## config.mk

```make
export PLATFORM = sky130hd
export DESIGN_NAME = cri_cell
export DESIGN_NICKNAME = d
export VERILOG_FILES = /design/src/cri_pkg.sv /design/src/cri_cell.sv
export SDC_FILE = /design/constraint.sdc
export NUM_CORES = 1
export LEC_CHECK = 0
export BUFFER_PORTS_ARGS = -buffer_cell sky130_fd_sc_hd__clkbuf_2
export CORE_MARGIN = 1
export CORE_UTILIZATION = 39
export CTS_CLUSTER_SIZE = 24
export DETAILED_ROUTE_END_ITERATION = 8
export GPL_TIMING_DRIVEN = 0
export PLACE_DENSITY = 0.86
export SLEW_MARGIN = 15
export SYNTH_ARGS = -nofsm -noshare
export SYNTH_HDL_FRONTEND = slang
export SYNTH_SLANG_ARGS = --single-unit
export TNS_END_PERCENT = 10
```

## constraint.sdc

```tcl
create_clock -name i_clk -period 5.3 [get_ports i_clk]
set_clock_uncertainty 0.1 [all_clocks]
set_input_delay 0.795 -clock i_clk [delete_from_list [all_inputs] [get_ports i_clk]]
set_output_delay 0.795 -clock i_clk [all_outputs]
set_load 0.01 [all_outputs]
```

## src/cri_pkg.sv

```systemverilog
// shared types and constants for the color ramp interpolator
// no dependencies
package cri_pkg;

    localparam int MAX_STOPS_DEF     = 32;
    localparam int TABLE_ENTRIES_DEF = 256;

    localparam int POS_W  = 16;
    localparam int CHAN_W = 8;
    localparam int COL_W  = 3 * CHAN_W;

    typedef enum logic [1:0] {
        ACT_CLEAR  = 2'd0,
        ACT_INSERT = 2'd1,
        ACT_LOOKUP = 2'd2,
        ACT_NONE   = 2'd3
    } t_action;

    typedef enum logic [1:0] {
        ST_OK    = 2'd0,
        ST_FULL  = 2'd1,
        ST_FEW   = 2'd2,
        ST_ZERO  = 2'd3
    } t_status;

    // control broadcast from the sequencer to every cell
    typedef struct packed {
        logic             ins;      // insert shift/write this cycle
        logic [POS_W-1:0] pos;
        logic [COL_W-1:0] col;
    } t_cell_ctl;

endpackage

```

## src/cri_cell.sv

```systemverilog
// one stop cell: holds position and color, shifts up on insert
// depends on cri_pkg
module cri_cell (
    input  logic                    i_clk,
    input  logic                    i_occ,       // this slot holds a stop
    input  logic                    i_prev_occ,  // left neighbor holds a stop
    input  logic                    i_prev_gt,   // left neighbor position above new stop
    input  logic [cri_pkg::POS_W-1:0] i_prev_pos,
    input  logic [cri_pkg::COL_W-1:0] i_prev_col,
    input  logic                    i_is_tail,   // slot index equals stop count
    input  cri_pkg::t_cell_ctl      i_ctl,
    output logic                    o_gt,
    output logic [cri_pkg::POS_W-1:0] o_pos,
    output logic [cri_pkg::COL_W-1:0] o_col
);
    import cri_pkg::*;

    logic [POS_W-1:0] r_pos;
    logic [COL_W-1:0] r_col;
    logic             n_take_prev;
    logic             n_take_new;

    assign o_gt  = i_occ && (r_pos > i_ctl.pos);
    // new stop lands where left neighbor is not above it and this slot shifts or is tail
    assign n_take_prev = i_prev_occ && i_prev_gt;
    assign n_take_new  = !n_take_prev && (o_gt || i_is_tail);

    always_ff @(posedge i_clk) begin
        if (i_ctl.ins) begin
            if (n_take_prev) begin
                r_pos <= i_prev_pos;
                r_col <= i_prev_col;
            end else if (n_take_new) begin
                r_pos <= i_ctl.pos;
                r_col <= i_ctl.col;
            end
        end
    end

    assign o_pos = r_pos;
    assign o_col = r_col;
endmodule

```

**After elaboration in Yosys (flattened, before gate mapping)**

Index checks and enable logic that the tools add are counted.

- Order comparisons: 1
- Reductions and logical operators: 7
- Multiplexer cells: 4

Operators with widths:

| kind | number |
|---|---|
| $mux 24 | 2 |
| $mux 16 | 2 |
| $gt 16x16->1 | 1 |
| $logic_and 1x1->1 | 3 |
| $reduce_and 2->1 | 1 |
| $reduce_bool 2->1 | 1 |
| $logic_not 1->1 | 1 |
| $logic_or 1x1->1 | 1 |

- Bits in registers: 40
- Output and inout port bits: 41
- Input bits: 86

**Logic depth before layout (Yosys ltp)**

- Depth after elaboration: 6
- Gate-level depth with buffers: 6

**Least setup slack after synthesis**

No wires, ideal clock.

- Path type: input to register
- Start: input port i_ctl[39] (netlist name)
- End: register r_col[0] (netlist: o_col[0]), enable pin
- Stages: 6
- Setup slack: -0.222 ns
- Library setup time: 0.511 ns
- Arrival time: 4.911 ns
- Buffers on the path: 0
- Cell sequence: inv_1 ha_1 nand4_2 nor3_1 a2111oi_0 a311oi_1

- Longest elaborated chain between the ends: 6

RTL lines:

| what | RTL line | source |
|---|---|---|
| start, declared | cri_cell.sv:11 | `input cri_pkg::t_cell_ctl i_ctl,` |
| $gt 16x16->1 | cri_cell.sv:23 | `assign o_gt = i_occ && (r_pos > i_ctl.pos);` |
| $logic_and 1x1->1 | cri_cell.sv:23 |  |
| $logic_or 1x1->1 | cri_cell.sv:26 | `assign n_take_new = !n_take_prev && (o_gt \|\| i_is_tail);` |
| $logic_and 1x1->1 | cri_cell.sv:26 |  |
| $reduce_bool 2->1 (no line) | -- |  |
| $reduce_and 2->1 (no line) | -- |  |
| end signal, assigned | cri_cell.sv:32 | `r_col <= i_prev_col;` |
| end signal, assigned | cri_cell.sv:35 | `r_col <= i_ctl.col;` |
| end, declared | cri_cell.sv:19 | `logic [COL_W-1:0] r_col;` |

No other way between the ends.
A chain may end at the register's enable or synchronous reset.

**Final worst setup path**

- Start: input port i_ctl[31] (netlist name)
- End: output port o_gt

- Longest elaborated chain between the ends: 2

RTL lines:

| what | RTL line | source |
|---|---|---|
| $gt 16x16->1 | cri_cell.sv:23 |  |
| $logic_and 1x1->1 | cri_cell.sv:23 |  |
| end, declared | cri_cell.sv:12 | `output logic o_gt,` |

No other way between the ends.

==> results_dict.tcl <==
set metrics [dict create \
    syn2layout_area_growth_pct 40.0 \
    drt_pass1_iterations 4 \
    leakage_uw 0.00141 \
    die_w_um 75.8 \
    post-route-cell-area_mm2 0.00298 \
    synth.net_count 250 \
    synthesis.instances 148 \
    cts_tree "built" \
    synthesized_area_per_cell_um2 14.4 \
    synth.area.top_cells "edfxtp_1 (57%), mux2_2 (21%), ha_1 (9.4%)" \
    wl_per_cell_um 13.1 \
    clkSinkCount 40 \
    ant_nets 0 \
    row_count 26 \
    biggest_cell_delay_along_the_critical_path_ns 0.91 \
    worstSetupEndpoint "o_gt" \
    grt.overflow.total 0 \
    yosys_warnings 0 \
    vias_per_cell 4.70 \
    clk_pin_slew_worst_setup_hold_paths_ns 0.08 \
    final_layout_size_suffix_gt1_share_pct 64.4 \
    accumulated_negative_setup_slack_ns 0 \
    main_combinational_cell_family_by_area_after_synthesis "multiplexers" \
    timing.fmax_ghz 0.274 \
    worstPathCellList "clkbuf_2 -> inv_1 -> ha_1 -> a21oi_1 -> o21ai_0 -> a2111oi_0 -> a31oi_1 -> clkbuf_2" \
    diodes 0 \
    rsz_0062_raised_after_global_routing "false" \
    critical_path.most_common_cell "clkbuf_2" \
    grt_first_pass_wirelength_mm 7.16 \
    pwr_density_cell_mw_per_mm2 245 \
    finalSetupViolations 0 \
    design.core.area_mm2 0.00517 \
    r2r_slack_ns 2.34 \
    slew-limit-headroom_pct 31.5 \
    timing.critical_path.arrival_ns 2.76 \
    synthSimpleGateAreaFrac_pct 4.24 \
    power.ir.vdd_worst_mv 0.162 \
    cts_buffer_depth 2 \
    r2r_end "o_pos[9]" \
    yosys_register_bits 40 \
    die_height_um 75.8 \
    ios 127 \
    first_global_vias 1634 \
    cts_setup_buffers 0 \
    critical_path_required_ns 4.41 \
    largest_net_degree_at_the_start_of_global_routing 16 \
    critical_path.reg2reg.startpoint "o_pos[15]" \
    worstSetupStartpoint "i_ctl[31]" \
    yosysTopAreaCell "edfxtp_1" \
    mappedNetlistArea_mm2 0.00212 \
    yosysTopAreaCellShare_pct 56.5 \
    synthMuxAreaShare_pct 21.2 \
    min_path_type "primary input to flip-flop" \
    finalHoldViolations 0 \
    initial_core_util_pct 41.1 \
    run_status "finished clean" \
    dieArea_mm2 0.00575 \
    hpwl_mm 3.75 \
    post-route-util_pct 57.5 \
    number_of_gates_on_the_worst_path_with_buffers_counted 8 \
    min_period_over_period_pct 68.9 \
    routed_wirelength_mm 4.63 \
    critical_path.top_delay_family "compound AO/OA/AOI/OAI gates" \
    synth-compound-area-share_pct 4.65 \
    final_max_slew_viol_count 0 \
    global_route.usage.total_pct 17.1 \
    startpoint_type "primary input" \
    max_cap_viol_count 0 \
    synth_adder_area_share_pct 9.42 \
    cts_max_level 2 \
    cts-hold-fix-buffers 0 \
    worst-slew-pin-transition_ns 1.00 \
    detail_route.drc_violations 0 \
    setup.worst_path.class "primary input to output pin" \
    critPathBufInv 3 \
    insertion_delay_ns 0.29 \
    yosys.cell_types.count 22 \
    cp-end-kind "output pin" \
    combined_flip_flop_and_latch_cell_area_mm2 0.00120 \
    ff2ff_path_depth 7 \
    placed_cell_area_mm2 0.00290 \
    initialDrtViolationCount 66 \
    post_synthesis_sequential_area_ratio_pct 56.5 \
    tritoncts.num_buffers 5 \
    post_cts_resized 0 \
    critPathMaxFanout 3 \
    synth_xor_xnor_area_share_pct 0 \
    count_of_input_and_output_buffers 126 \
    finish.net_count 386 \
    final.fill_count 438 \
    gp_congestion 0.758 \
    critPathSlowestCell "a2111oi_0" \
    cts.root.buffer_cell "clkbuf_8" \
    via_count 1664 \
    finalCriticalPeriod_ns 3.65 \
    multiInputGateArea_um2 857 \
    antenna_found_initial 0 \
]
[flip-flops by register name, indices dropped and copies added, names as in the netlist]
register  cells
o_pos        16
o_col        24
[cell type report]
class	count	area share, %
plain buffers	4	0.673
clock buffers	6	2.44
clock inverters	1	0.168
inverters	17	2.14
multi-input cells	87	28.8
flip-flops and latches	40	40.4
well taps	70	2.94
repair buffers	129	22.5
[power breakdown]
part	switching [µW]	total, µW	internal [µW]
Combinational	73.0	152	79.0
Clock	101	190	89.6
Sequential	8.24	388	379
Total	182	730	548
[worst register-to-register path, delay by kind of cell, from the launching register on]
family | cells | cell delay, ns
AND/OR/NAND/NOR | 2 | 0.26
buffers and inverters | 2 | 0.39
flip-flops | 1 | 0.42
AO/OA/AOI/OAI | 2 | 1.20
adder cells (fa/ha/maj) | 1 | 0.35
[kinds of logic (layout without fill, tap and decap cells)]
family	count (synthesis)	after routing
AO/OA/AOI/OAI	15	15
adder cells (fa/ha/maj)	16	16
multiplexers	40	40
AND/OR/NAND/NOR	16	16
flip-flops	40	40
buffers and inverters	21	157
[synthesized netlist by cell type (all sizes together)]
library cell,number
buf,4
nor2b,1
mux2,40
nand2b,1
nand4,4
nand2,5
o21ai,1
a211oi,1
edfxtp,40
nor2,3
a311oi,1
a2111oi,1
ha,16
nor3,1
a31oi,1
or4,1
a2111o,1
o211ai,1
a21oi,8
inv,17
[worst min-delay path by stage]
stage / start / to / slack [ns] / cells past startpoint
finish: i_prev_pos[14] / o_pos[14] / 0.70 / 2
global route: i_prev_pos[13] / o_pos[13] / 0.70 / 2
detailed placement: i_ctl[3] / o_col[3] / 1.0 / 2
global placement: i_ctl[10] / o_col[10] / 1.0 / 2
CTS: i_ctl[17] / o_col[17] / 0.70 / 2
floorplan: i_prev_col[0] / o_col[0] / 0.91 / 1
[layout by cell type (no fill, tap or decap), types with 2 or more instances in the layout]
cell / instances
buf_6: 2
edfxtp_1: 40
ha_1: 16
inv_1: 17
clkbuf_2: 126
buf_2: 4
clkbuf_8: 5
a21oi_1: 7
nor2_1: 3
nand4_1: 3
nand2_1: 5
mux2_2: 40
[metal layers]
| metal | track usage [%] | wire, µm | up-vias |
|---|---|---|---|
| li1 | - | - | 829 |
| met1 | 18.9 | 1740 | 764 |
| met2 | 31.1 | 2500 | 66 |
| met3 | 5.42 | 331 | 5 |
| met4 | 5.56 | 50 | 0 |
| met5 | 0 | 0 | - |
[through the flow]
| step | std cells | hold slack (ns) | worst slack (ns) | power (µW) |
|---|---|---|---|---|
| after detailed placement | 347 | 0.999 | 1.66 | 549 |
| final | 354 | 0.704 | 1.65 | 730 |
| after floorplan | 148 | 0.915 | 1.26 | 474 |
| after global placement | 344 | 0.996 | 0.272 | 539 |
| after global routing | 354 | 0.699 | 1.56 | 766 |
| after CTS | 354 | 0.698 | 1.65 | 741 |
Note: power is estimated with default switching activity, not from simulation.
