### src/cri_pkg.sv
// shared types and constants for the color ramp interpolator
// no dependencies
package cri_pkg;

    localparam int MAX_STOPS_DEF     = 32;
    localparam int TABLE_ENTRIES_DEF = 256;

    localparam int POS_W  = 16;
    localparam int CHAN_W = 8;
    localparam int COL_W  = 3 * CHAN_W;

    typedef enum logic [1:0] {
        ACT_CLEAR  = 2'd0,
        ACT_INSERT = 2'd1,
        ACT_LOOKUP = 2'd2,
        ACT_NONE   = 2'd3
    } t_action;

    typedef enum logic [1:0] {
        ST_OK    = 2'd0,
        ST_FULL  = 2'd1,
        ST_FEW   = 2'd2,
        ST_ZERO  = 2'd3
    } t_status;

    // control broadcast from the sequencer to every cell
    typedef struct packed {
        logic             ins;      // insert shift/write this cycle
        logic [POS_W-1:0] pos;
        logic [COL_W-1:0] col;
    } t_cell_ctl;

endpackage

### src/cri_div.sv
// restoring divider, one quotient bit per cycle
// depends on cri_pkg
module cri_div #(
    parameter int NUM_W = 34,
    parameter int DEN_W = 26
) (
    input  logic             i_clk,
    input  logic             i_rst_n,
    input  logic             i_start,
    input  logic [NUM_W-1:0] i_num,
    input  logic [DEN_W-1:0] i_den,
    output logic             o_done,
    output logic [NUM_W-1:0] o_quo
);
    import cri_pkg::*;

    localparam int CNT_W = $clog2(NUM_W + 1);

    logic [NUM_W-1:0] r_quo;
    logic [DEN_W:0]   r_rem;
    logic [DEN_W-1:0] r_den;
    logic [CNT_W-1:0] r_cnt;
    logic             r_busy;
    logic [DEN_W:0]   n_rem;
    logic [DEN_W:0]   n_sub;

    assign n_rem = {r_rem[DEN_W-1:0], r_quo[NUM_W-1]};
    assign n_sub = n_rem - {1'b0, r_den};

    always_ff @(posedge i_clk) begin
        if (!i_rst_n) begin
            r_busy <= 1'b0;
            o_done <= 1'b0;
        end else begin
            o_done <= 1'b0;
            if (i_start) begin
                r_busy <= 1'b1;
                r_cnt  <= CNT_W'(NUM_W);
                r_quo  <= i_num;
                r_rem  <= '0;
                r_den  <= i_den;
            end else if (r_busy) begin
                if (!n_sub[DEN_W]) begin
                    r_rem <= n_sub;
                    r_quo <= {r_quo[NUM_W-2:0], 1'b1};
                end else begin
                    r_rem <= n_rem;
                    r_quo <= {r_quo[NUM_W-2:0], 1'b0};
                end
                r_cnt <= r_cnt - 1'b1;
                if (r_cnt == CNT_W'(1)) begin
                    r_busy <= 1'b0;
                    o_done <= 1'b1;
                end
            end
        end
    end

    assign o_quo = r_quo;
endmodule

### config.mk
export PLATFORM = sky130hd
export DESIGN_NAME = cri_div
export DESIGN_NICKNAME = d
export VERILOG_FILES = /design/src/cri_pkg.sv /design/src/cri_div.sv
export SDC_FILE = /design/constraint.sdc
export NUM_CORES = 1
export LEC_CHECK = 0
export ABC_CLOCK_PERIOD_IN_PS = 5900
export BUFFER_PORTS_ARGS = -buffer_cell sky130_fd_sc_hd__buf_2
export CORE_UTILIZATION = 40
export CTS_CLUSTER_DIAMETER = 200
export DETAILED_ROUTE_END_ITERATION = 7
export HOLD_SLACK_MARGIN = 0.1
export PLACE_DENSITY = 0.67
export SYNTH_ARGS = -nofsm -noshare
export SYNTH_HDL_FRONTEND = slang
export SYNTH_SLANG_ARGS = --single-unit
export TNS_END_PERCENT = 5
### constraint.sdc
create_clock -name i_clk -period 5.9 [get_ports i_clk]
set_input_delay 0.885 -clock i_clk [delete_from_list [all_inputs] [get_ports i_clk]]
set_output_delay 0.885 -clock i_clk [all_outputs]
set_load 0.005 [all_outputs]
# Word-level counts from Yosys, hierarchy flattened
# Index checks and enable logic that the tools add are counted.
classes:
  add_sub_neg: 2
  n_eq_ne: 1
  mux: 10
  bitwise_logic: 2
  reduce_logical: 4
op_table:
  columns: ["operator", "count"]
  rows:
  - ["2-to-1 mux 34 bit", 2]
  - ["2-to-1 mux 26 bit", 2]
  - ["subtractor 27 x 26 -> 27 bit", 1]
  - ["== test 6 x 1 -> 1 bit, second input constant", 1]
  - ["2-to-1 mux 6 bit", 1]
  - ["subtractor 6 x 1 -> 6 bit, second input constant", 1]
  - ["2-to-1 mux 1 bit", 5]
  - ["AND reduction 2 bit", 2]
  - ["OR reduction 3 bit", 1]
  - ["inverter 1 bit", 2]
  - ["nonzero test 2 bit", 1]
totals:
  ff_bits: 94
  inputBits: 63
  output_inout_bits: 35
  elab_cells: 25

# Depth between registers and ports, before layout
# Gate-level depths: netlist (run 1).
logic_depth:
  word_depth: 4
  mapped_depth: 13
  ltp_nobuf: 12

# Worst setup path before layout (run 1)
# Ideal clock, no wire load.
synth_path:
  path_type: "input-to-reg"
  from: "input port i_start"
  to: "register r_quo[0] (netlist: o_quo[0]) (enable)"
  setup_time_ns: 0.430
  t_arrival_ns: 3.034
  t_required_ns: 5.470
  setup_slack_ns: 2.437
  path_stages: 3
  path_buffers: 2
  cell_sequence: "clkbuf_1 > clkbuf_1 > o21a_1"
synth_between:
  elab_chain_cells: 2
synth_lines:
  columns: ["item", "line_no", "text"]
  rows:
  - ["start: declaration", "cri_div.sv:9", "input logic i_start,"]
  - ["nonzero test 2 bit (no source line)", null, null]
  - ["AND reduction 2 bit (no source line)", null, null]
  - ["end signal: assignment", "cri_div.sv:39", "r_quo <= i_num;"]
  - ["end signal: assignment", "cri_div.sv:45", "r_quo <= {r_quo[NUM_W-2:0], 1'b1};"]
  - ["end signal: assignment", "cri_div.sv:48", "r_quo <= {r_quo[NUM_W-2:0], 1'b0};"]
  - ["end: declaration", "cri_div.sv:19", "logic [NUM_W-1:0] r_quo;"]
# Every way passes these cells.
# A chain may end at the register's enable or synchronous reset.

# Worst setup path after layout (run 1)
layout_path:
  from: "register r_quo[33] (netlist: o_quo[33])"
  to: "register r_rem[5] (data pin)"
layout_between:
  elab_chain_cells: 3
layout_lines:
  columns: ["item", "line_no", "text"]
  rows:
  - ["subtractor 27 x 26 -> 27 bit", "cri_div.sv:28", "assign n_sub = n_rem - {1'b0, r_den};"]
  - ["2-to-1 mux 26 bit", "cri_div.sv:43", "if (!n_sub[DEN_W]) begin"]
  - ["2-to-1 mux 26 bit", "cri_div.sv:42", "end else if (r_busy) begin"]
  - ["end signal: assignment", "cri_div.sv:44", "r_rem <= n_sub;"]
  - ["end signal: assignment", "cri_div.sv:47", "r_rem <= n_rem;"]
  - ["end: declaration", "cri_div.sv:20", "logic [DEN_W:0] r_rem;"]
# Every way passes these cells. The select of a mux whose other input is x is not followed.

==> results of run 1 <==
-- layer usage --
metal | GRT usage | up-vias
li1 | - | 1901
met1 | 0.197 | 1851
met2 | 0.283 | 107
met3 | 0.0560 | 19
met4 | 0.0649 | 0
met5 | 0 | -
-- final cells by class --
| type | instances | area, µm² |
|---|---|---|
| Inverter | 37 | 139 |
| Clock buffer | 10 | 229 |
| Tap cell | 176 | 220 |
| Timing Repair Buffer | 100 | 508 |
| Clock inverter | 6 | 91.3 |
| Sequential cell | 94 | 2800 |
| Multi-Input combinational cell | 321 | 2440 |
| Fill cell | 1206 | 6860 |
-- worst max-delay path, cell delays in order, from the launching register on --
cell	delay (ns)
edfxtp_1	0.38
inv_1	0.08
ha_1	0.16
inv_1	0.05
fa_1	0.40
a21oi_1	0.19
o21ai_1	0.14
o2111ai_2	0.25
a21oi_2	0.11
o21a_1	0.23
o21ai_4	0.23
xor2_4	0.84
mux2_2	0.42
-- flip-flops by register name, indices dropped and copies added (netlist names) --
signal  count
r_den      26
r_cnt       6
o_quo      34
o_done      1
r_busy      1
r_rem      26
-- through the flow --
stage | power (µW) | area (µm²) | hold WS (ns)
floorplan | 1290 | 5470 | 0.415
global placement | 1390 | 6110 | 0.422
detailed placement | 1410 | 6110 | 0.433
CTS | 2050 | 6430 | 0.445
global route | 2130 | 6430 | 0.483
finish | 2030 | 6430 | 0.443
-- report_power, final --
group | switching (µW) | internal [µW]
sequential | 30.2 | 816
clock | 261 | 375
combinational | 287 | 258
-- cells in the final DEF, fill, tap and decap left out, types with 4 or more instances in the layout --
cell type	synthesis	final
nor2b_1	14	14
mux2_4	9	9
edfxtp_1	92	92
nand3_1	5	5
clkbuf_16	0	9
nand2b_1	4	4
and3_1	5	5
inv_1	37	37
mux2_2	39	39
xnor2_1	12	12
o21ai_1	4	4
or3_1	5	5
a211oi_1	4	4
xor2_1	7	7
buf_2	2	97
nor3_1	10	10
mux2i_1	12	12
a21oi_1	23	23
nor2_1	36	36
ha_1	28	28
o21ai_0	8	8
o21a_1	7	6
nand2_1	40	40
a31oi_1	7	7
a21o_1	4	4
-- how the worst max path moves through the flow --
| stage | from | to | slack (ns) | cells past startpoint |
|---|---|---|---|---|
| after floorplan | i_start | o_quo[0] | 2.44 | 3 |
| after global placement | o_quo[33] | r_rem[6] | 2.19 | 12 |
| after detailed placement | o_quo[33] | r_rem[3] | 2.14 | 12 |
| after CTS | o_quo[33] | r_rem[5] | 2.13 | 12 |
| after global routing | o_quo[33] | r_rem[5] | 1.82 | 12 |
| final | o_quo[33] | r_rem[5] | 2.17 | 12 |
-- cells by family (layout without fill, tap and decap cells) --
group	after synthesis	count (layout)
simple gates	133	133
flops	94	94
compound gates	79	79
mux	60	60
buf+inv	52	153
fa+ha+maj	29	29
xor+xnor	20	20
-- synthesized netlist by cell type, drive strengths merged, types with 10 or more instances --
| library cell | instances | area [µm²] |
|---|---|---|
| a21oi | 26 | 141 |
| edfxtp | 92 | 2760 |
| ha | 28 | 350 |
| inv | 37 | 139 |
| mux2 | 48 | 574 |
| mux2i | 12 | 120 |
| nand2 | 40 | 150 |
| nor2 | 36 | 135 |
| nor2b | 14 | 87.6 |
| nor3 | 10 | 50.1 |
| o21ai | 13 | 76.3 |
| xnor2 | 12 | 105 |
==> metrics.yaml, run 1 <==
wire_per_inst_um: 14.8
synth_top_family_by_area: "multiplexers"
synth.distinct_cells: 56
rsz0062_at_grt: "false"
pre_cts_ws_ns: 2.14
period_needed_ns: 3.73
r2r-start: "o_quo[33]"
fin_setup_tns_ns: 0
crit_arrival_ns: 3.83
ctsHoldBuffers: 0
drv_slew: 0
peakVddDrop_uv: 193
muxShareOfSynthArea: 0.127
hold_path.startpoint: "r_busy"
netlist_instances: 467
hold_viol_final: 0
grt_pass1_wl_um: 18700
setup_viol: 0
finClkSkew_ns: 0.0104
slew_headroom: 0.283
outcome: "finished, final reports clean"
die_x_um: 119
synth_flop_cell: "edfxtp_1"
post-dp-hpwl_um: 7680
worst_slack_ns: 2.17
holdPathStages: 2
cellLeakagePower_uw: 0.00268
clkSinkCount: 94
insertedDiodeCount: 0
cp_max_fo: 25
top_level_ports: 98
cts_max_level: 3
post-place-cells: 728
worstSetupStartpointType: "flop"
hold_path.class: "flop to flop"
grt_max_degree: 68
ys_ff_latch: 94
place.gp.congestion: 0.852
yosys.area_share.simple: 0.117
overflow: 0
rows: 42
nNetsFinal: 655
clk_path_buf_depth: 2
drt-total-wl_um: 11000
numPortBuffers: 97
power_density_nw_per_um2: 315
yosys_warnings: 0
cts_buffers: 9
area_growth_pct: 17.6
drive_gt1_frac: 0.306
clkSlewWorstSetupHoldPaths_ns: 0.07
met3_length_um: 671
core_area_um2: 13300
cts_setup_buffers: 0
drt_iter0_markers: 144
die_y_um: 119
synthAdderAreaFrac: 0.0677
rr_endpoint: "r_rem[5]"
crit_type: "flop to flop"
floorplan.initialDensity: 0.412
synthesis.nets: 559
synth_compound_area_frac: 0.0995
vias_per_cell: 5.21
track_usage: 0.168
min_to: "o_done"
setup.reg_to_reg.worst_slack_ns: 2.17
worstMarginPinSlew_ns: 1.07
yosysSeqAreaShare: 0.512
grt_antenna_before_repair: 0
wl_met2_um: 5310
stdcell_count: 744
cts_resized: 0
wl_met1_um: 4880
cts_tree: "built"
end_kind: "flop"
crit_required_ns: 6.01
synth_xor_xnor_area_share: 0.0354
ant_nets: 0
first_pass_iters: 4
synth.cell_area_um2: 5470
maxCapViolCount: 0
max_freq_ghz: 0.268
reg2reg_depth: 12
cts_root_buf: "clkbuf_16"
vias: 3878
highest_layer: "met4"
synth-edff-count: 92
async_flop_share: 0
dieArea_um2: 14200
grt_pass1_vias: 4009
clk_latency_ns: 0.35
drc_errors: 0
syn_area_per_cell_um2: 11.7
postLayoutCoreUtil: 0.484
fin_crit_sh: 0.632
No activity file was read; power rests on OpenSTA's default activity.
==> inputs of run 2 (changes only) <==
Settings changed: ABC_CLOCK_PERIOD_IN_PS 5900 to 3100, PLACE_DENSITY 0.67 to 0.7.
Clock period 5.9 ns to 3.1 ns, I/O delays scaled along.
==> metrics.yaml, run 2 (synthesized netlist as in run 1, its figures left out) <==
cts_max_level: 3  # unchanged
outcome: "finished, final reports clean"  # unchanged
postLayoutCoreUtil: 0.501  # was 0.484
post-place-cells: 745  # was 728
largest_reg_flops: 34  # unchanged
vias_per_cell: 5.20  # was 5.21
core_area_um2: 13300  # unchanged
crit_required_ns: 3.21  # was 6.01 ns
die_y_um: 119  # unchanged
first_pass_iters: 4  # unchanged
rsz0062_at_grt: "true"  # was false
floorplan.initialDensity: 0.412  # unchanged
path_common_cell: "inv_2"  # was inv_1
fin_crit_sh: 1.00  # was 0.632
cts_root_buf: "clkbuf_16"  # unchanged
worstMarginPinSlew_ns: 0.488  # was 1.07 ns
cts_buffers: 9  # unchanged
end_kind: "flop"  # unchanged
crit_start: "o_quo[33]"  # unchanged
wire_per_inst_um: 15.4  # was 14.8 µm
stdcell_count: 766  # was 744
cellLeakagePower_uw: 0.00279  # was 0.00268 µW
rows: 42  # unchanged
drc_errors: 0  # unchanged
grt_pass1_vias: 4140  # was 4009
nNetsFinal: 677  # was 655
grt_pass1_wl_um: 19700  # was 18700 µm
finClkSkew_ns: 0.0121  # was 0.0104 ns
cp.buffers_inverters: 4  # was 2
peakVddDrop_uv: 513  # was 193 µV
rr_endpoint: "r_rem[23]"  # was r_rem[5]
cts_tree: "built"  # unchanged
grt_antenna_before_repair: 0  # unchanged
overflow: 0  # unchanged
maxCapViolCount: 0  # unchanged
worstSetupStartpointType: "flop"  # unchanged
crit_slowest_cell: "edfxtp_1"  # was xor2_4
insertedDiodeCount: 0  # unchanged
drt-total-wl_um: 11800  # was 11000 µm
ant_nets: 0  # unchanged
dieArea_um2: 14200  # unchanged
track_usage: 0.177  # was 0.168
max_freq_ghz: 0.323  # was 0.268 GHz
vias: 3983  # was 3878
final_cell_mix: "97 x buf_2, 92 x edfxtp_1, 40 x nand2_1"  # unchanged
setup_viol: 0  # unchanged
clkSlewWorstSetupHoldPaths_ns: 0.08  # was 0.07 ns
num-fill-cells: 1196  # was 1206
stdcell_area_um2: 6670  # was 6430 µm²
crit_cells: 14  # was 12
die_x_um: 119  # unchanged
power_density_nw_per_um2: 596  # was 315 nW/µm²
crit_type: "flop to flop"  # unchanged
crit_chain: "inv_2 -> ha_4 -> inv_2 -> fa_2 -> a21oi_4 -> o21ai_2 -> o2111ai_2 -> a21oi_2 -> o21a_1 -> o21ai_4 -> xor2_4 -> buf_6 -> buf_16 -> mux2_4"  # was inv_1 -> ha_1 -> inv_1 -> fa_1 -> a21oi_1 -> o21ai_1 -> o2111ai_2 -> a21oi_2 -> o21a_1 -> o21ai_4 -> xor2_4 -> mux2_2
area_growth_pct: 21.8  # was 17.6%
slew_headroom: 0.671  # was 0.283
cp_max_fo: 6  # was 25
drv_slew: 0  # unchanged
grt_max_degree: 68  # unchanged
top_level_ports: 98  # unchanged
drt_iter0_markers: 157  # was 144
cpLargestDelayFamily: "compound AO/OA/AOI/OAI gates"  # unchanged
setup.reg_to_reg.worst_slack_ns: 0.001  # was 2.17 ns
clk_path_buf_depth: 2  # unchanged
endpoint: "r_rem[23]"  # was r_rem[5]
hold_path.class: "input pin to flop"  # was flop to flop
clkSinkCount: 94  # unchanged
final_common_cell: "buf_2"  # unchanged
numPortBuffers: 97  # unchanged
crit_arrival_ns: 3.21  # was 3.83 ns
period_needed_ns: 3.10  # was 3.73 ns
worst_slack_ns: 0.00150  # was 2.17 ns
post-dp-hpwl_um: 8350  # was 7680 µm
place.gp.congestion: 0.863  # was 0.852
fin_setup_tns_ns: 0  # unchanged
r2r-start: "o_quo[33]"  # unchanged
drive_gt1_frac: 0.344  # was 0.306
pre_cts_ws_ns: -0.0636  # was 2.14 ns
place_area_um2: 6280  # was 6110 µm²
clk_latency_ns: 0.36  # was 0.35 ns
hold_viol_final: 0  # unchanged
cp_slowest_stage_delay_ns: 0.40  # was 0.84 ns
reg2reg_depth: 14  # was 12
run 2: cell count changes in the layout (fill, tap and decap cells not counted), moves of 2 or more:
cell and change:
inv_1 -2, buf_4 +17, mux2_4 +2, buf_6 +3
mux2_2 -2, inv_2 +2, clkinvlp_4 +2
run 2: how the worst min path moves through the flow:
stage | startpoint | slack, ns | to | cells after the start
finish | i_den[24] | 0.28 | r_den[24] | 1
floorplan | r_busy | 0.41 | o_done | 2
global placement | r_busy | 0.42 | o_done | 2
detailed placement | r_busy | 0.43 | o_done | 2
CTS | i_den[24] | 0.27 | r_den[24] | 1
global route | i_den[10] | 0.27 | r_den[10] | 1
run 2: layout make-up:
| type | instances | area, µm² | share of cell area |
|---|---|---|---|
| clock buffer | 9 | 225 | 0.0338 |
| timing repair buffer | 122 | 717 | 0.108 |
| inverter | 37 | 139 | 0.0208 |
| sequential | 94 | 2800 | 0.420 |
| tap | 176 | 220 | 0.0330 |
| clock inverter | 7 | 78.8 | 0.0118 |
| multi-input combinational | 321 | 2480 | 0.372 |
run 2: routing by layer:
| layer | vias up | wire [µm] | GRT usage |
|---|---|---|---|
| li1 | 1937 | - | - |
| met1 | 1915 | 5110 | 0.208 |
| met2 | 123 | 5710 | 0.306 |
| met3 | 8 | 875 | 0.0623 |
| met4 | 0 | 116 | 0.0451 |
| met5 | - | 0 | 0 |
run 2: repair_timing:
action | in CTS | in global routing
hold buffers | 0 | 0
pin swaps | 2 | 7
hold endpoints to repair | 0 | 0
buffers inserted | 3 | 3
gates cloned | 1 | 0
resized for setup | 4 | 10
setup endpoints to repair | 15 | 24
run 2: where the power goes:
group          internal [µW]  switching (µW)
Clock                    635             512
Combinational            615             596
Sequential              1550            61.2
Total                   2800            1170
run 2: metrics by stage:
stage	power, µW	hold slack (ns)
global placement	2740	0.422
detailed placement	2780	0.426
CTS	4010	0.269
floorplan	2460	0.415
finish	3970	0.281
global route	4170	0.273
run 2: worst register-to-register path, stage by stage (launching register included):
cell,delay [ns]
edfxtp_1,0.40
inv_2,0.10
ha_4,0.13
inv_2,0.04
fa_2,0.38
a21oi_4,0.18
o21ai_2,0.08
o2111ai_2,0.23
a21oi_2,0.09
o21a_1,0.23
o21ai_4,0.23
xor2_4,0.22
buf_6,0.14
buf_16,0.11
mux2_4,0.29
==> inputs of run 3 (changes only) <==
Settings changed: BUFFER_PORTS_ARGS -buffer_cell sky130_fd_sc_hd__buf_2 to -buffer_cell sky130_fd_sc_hd__clkbuf_2, CORE_UTILIZATION 40 to 51, GPL_ROUTABILITY_DRIVEN set to 0, PLACE_DENSITY 0.7 to 0.84.
==> metrics.yaml, run 3 (synthesized netlist as in run 1, its figures left out) <==
grt_antenna_before_repair: 0  # unchanged
stdcell_area_um2: 6470  # was 6670 µm²
maxCapViolCount: 0  # unchanged
worst_slack_ns: -0.0300  # was 0.00150 ns
cp_max_fo: 7  # was 6
clkSinkCount: 94  # unchanged
fin_setup_tns_ns: -0.0560  # was 0 ns
post-dp-hpwl_um: 8240  # was 8350 µm
top_level_ports: 98  # unchanged
outcome: "complete, but fails checks"  # was finished, final reports clean
slew_headroom: 0.640  # was 0.671
whs_ns: 0.257  # was 0.281 ns
grt_pass1_wl_um: 19100  # was 19700 µm
final_common_cell: "clkbuf_2"  # was buf_2
violations: "setup timing"
insertedDiodeCount: 0  # unchanged
worstMarginPinSlew_ns: 0.540  # was 0.488 ns
finClkSkew_ns: 0.0134  # was 0.0121 ns
drc_errors: 0  # unchanged
area_growth_pct: 18.3  # was 21.8%
die_x_um: 106  # was 119 µm
clk_path_buf_depth: 2  # unchanged
cts_buffers: 9  # unchanged
vias_per_cell: 5.48  # was 5.20
rows: 37  # was 42
die_y_um: 106  # was 119 µm
power_density_nw_per_um2: 558  # was 596 nW/µm²
drt-total-wl_um: 11500  # was 11800 µm
final_cell_mix: "97 x clkbuf_2, 92 x edfxtp_1, 40 x nand2_1"  # was 97 x buf_2, 92 x edfxtp_1, 40 x nand2_1
fin_crit_sh: 1.01  # was 1.00
first_pass_iters: 7  # was 4
crit_required_ns: 3.23  # was 3.21 ns
largest_reg_flops: 34  # unchanged
wire_per_inst_um: 15.9  # was 15.4 µm
grt_pass1_vias: 4090  # was 4140
worstSetupStartpointType: "flop"  # unchanged
hold_viol_final: 0  # unchanged
cts_max_level: 3  # unchanged
cts_root_buf: "clkbuf_8"  # was clkbuf_16
nNetsFinal: 673  # was 677
crit_type: "flop to flop"  # unchanged
floorplan.initialDensity: 0.528  # was 0.412
core_area_um2: 10400  # was 13300 µm²
crit_arrival_ns: 3.26  # was 3.21 ns
period_needed_ns: 3.13  # was 3.10 ns
peakVddDrop_uv: 330  # was 513 µV
power.total_uw: 3610  # was 3970 µW
track_usage: 0.220  # was 0.177
max_freq_ghz: 0.319  # was 0.323 GHz
clkSlewWorstSetupHoldPaths_ns: 0.10  # was 0.08 ns
place_area_um2: 6210  # was 6280 µm²
cellLeakagePower_uw: 0.00274  # was 0.00279 µW
dieArea_um2: 11100  # was 14200 µm²
drv_slew: 0  # unchanged
area.sequential_um2: 2800  # unchanged
multiInputGateArea_um2: 2480  # about the same
end_kind: "flop"  # unchanged
cts_tree: "built"  # unchanged
setup_viol: 2  # was 0
clk_latency_ns: 0.37  # was 0.36 ns
hold_path.class: "input pin to flop"  # unchanged
grt_max_degree: 68  # unchanged
overflow: 0  # unchanged
drive_gt1_frac: 0.340  # was 0.344
ant_nets: 0  # unchanged
vias: 3953  # was 3983
num-fill-cells: 825  # was 1196
drt_iter0_markers: 192  # was 157
rsz0062_at_grt: "true"  # unchanged
numPortBuffers: 97  # unchanged
[run 3: worst paths after layout]
path         depth (start not counted)  slack (ns)         to      start
min                                  1        0.26  r_den[25]  i_den[25]
max                                 14       -0.03  r_rem[13]  o_quo[33]
min reg2reg                          2        0.45     o_done     r_busy
max reg2reg                         14       -0.03  r_rem[13]  o_quo[33]
[run 3: per-stage QoR]
stage	util	cells	setup slack (ns)
2_1_floorplan	-	467	0.0353
3_3_place_gp	0.599	702	0.0837
3_5_place_dp	0.599	702	-0.0218
4_1_cts	0.618	718	0.00269
5_1_grt	0.624	722	-0.169
6_report	0.624	722	-0.0300
[run 3: critical path, cell delays in order (launching register included)]
cell,delay (ns)
edfxtp_1,0.41
inv_2,0.10
ha_4,0.13
inv_2,0.04
fa_2,0.38
a21oi_4,0.17
o21ai_2,0.09
o2111ai_2,0.24
a21oi_2,0.09
o21a_1,0.22
o21ai_4,0.22
xor2_4,0.23
buf_12,0.16
buf_8,0.12
mux2_4,0.29
[run 3: power by group]
group | total, µW | internal, µW | switching, µW
Combinational | 1180 | 585 | 590
Clock | 824 | 377 | 447
Sequential | 1610 | 1550 | 61.6
[run 3: final cells by class]
type,instances,area share
clock buffers,10,0.0197
well taps,136,0.0263
multi-input cells,321,0.383
repair buffers,118,0.106
inverters,37,0.0215
clock inverters,6,0.0104
flip-flops and latches,94,0.433
[run 3: per-layer routing]
| layer | vias to the layer above | part of all wire | track usage |
|---|---|---|---|
| met4 | 0 | 0.020 | 0.0952 |
| met5 | - | 0 | 0 |
| li1 | 1933 | - | - |
| met2 | 153 | 0.48 | 0.367 |
| met3 | 15 | 0.066 | 0.0501 |
| met1 | 1852 | 0.44 | 0.275 |
[run 3: timing repair]
action,in CTS,in global routing
pin swaps,1,7
gates resized for setup,1,12
gates cloned,0,0
hold buffers,0,0
setup buffers,0,4
endpoints found under the setup margin,12,18
endpoints found under the hold margin,0,0
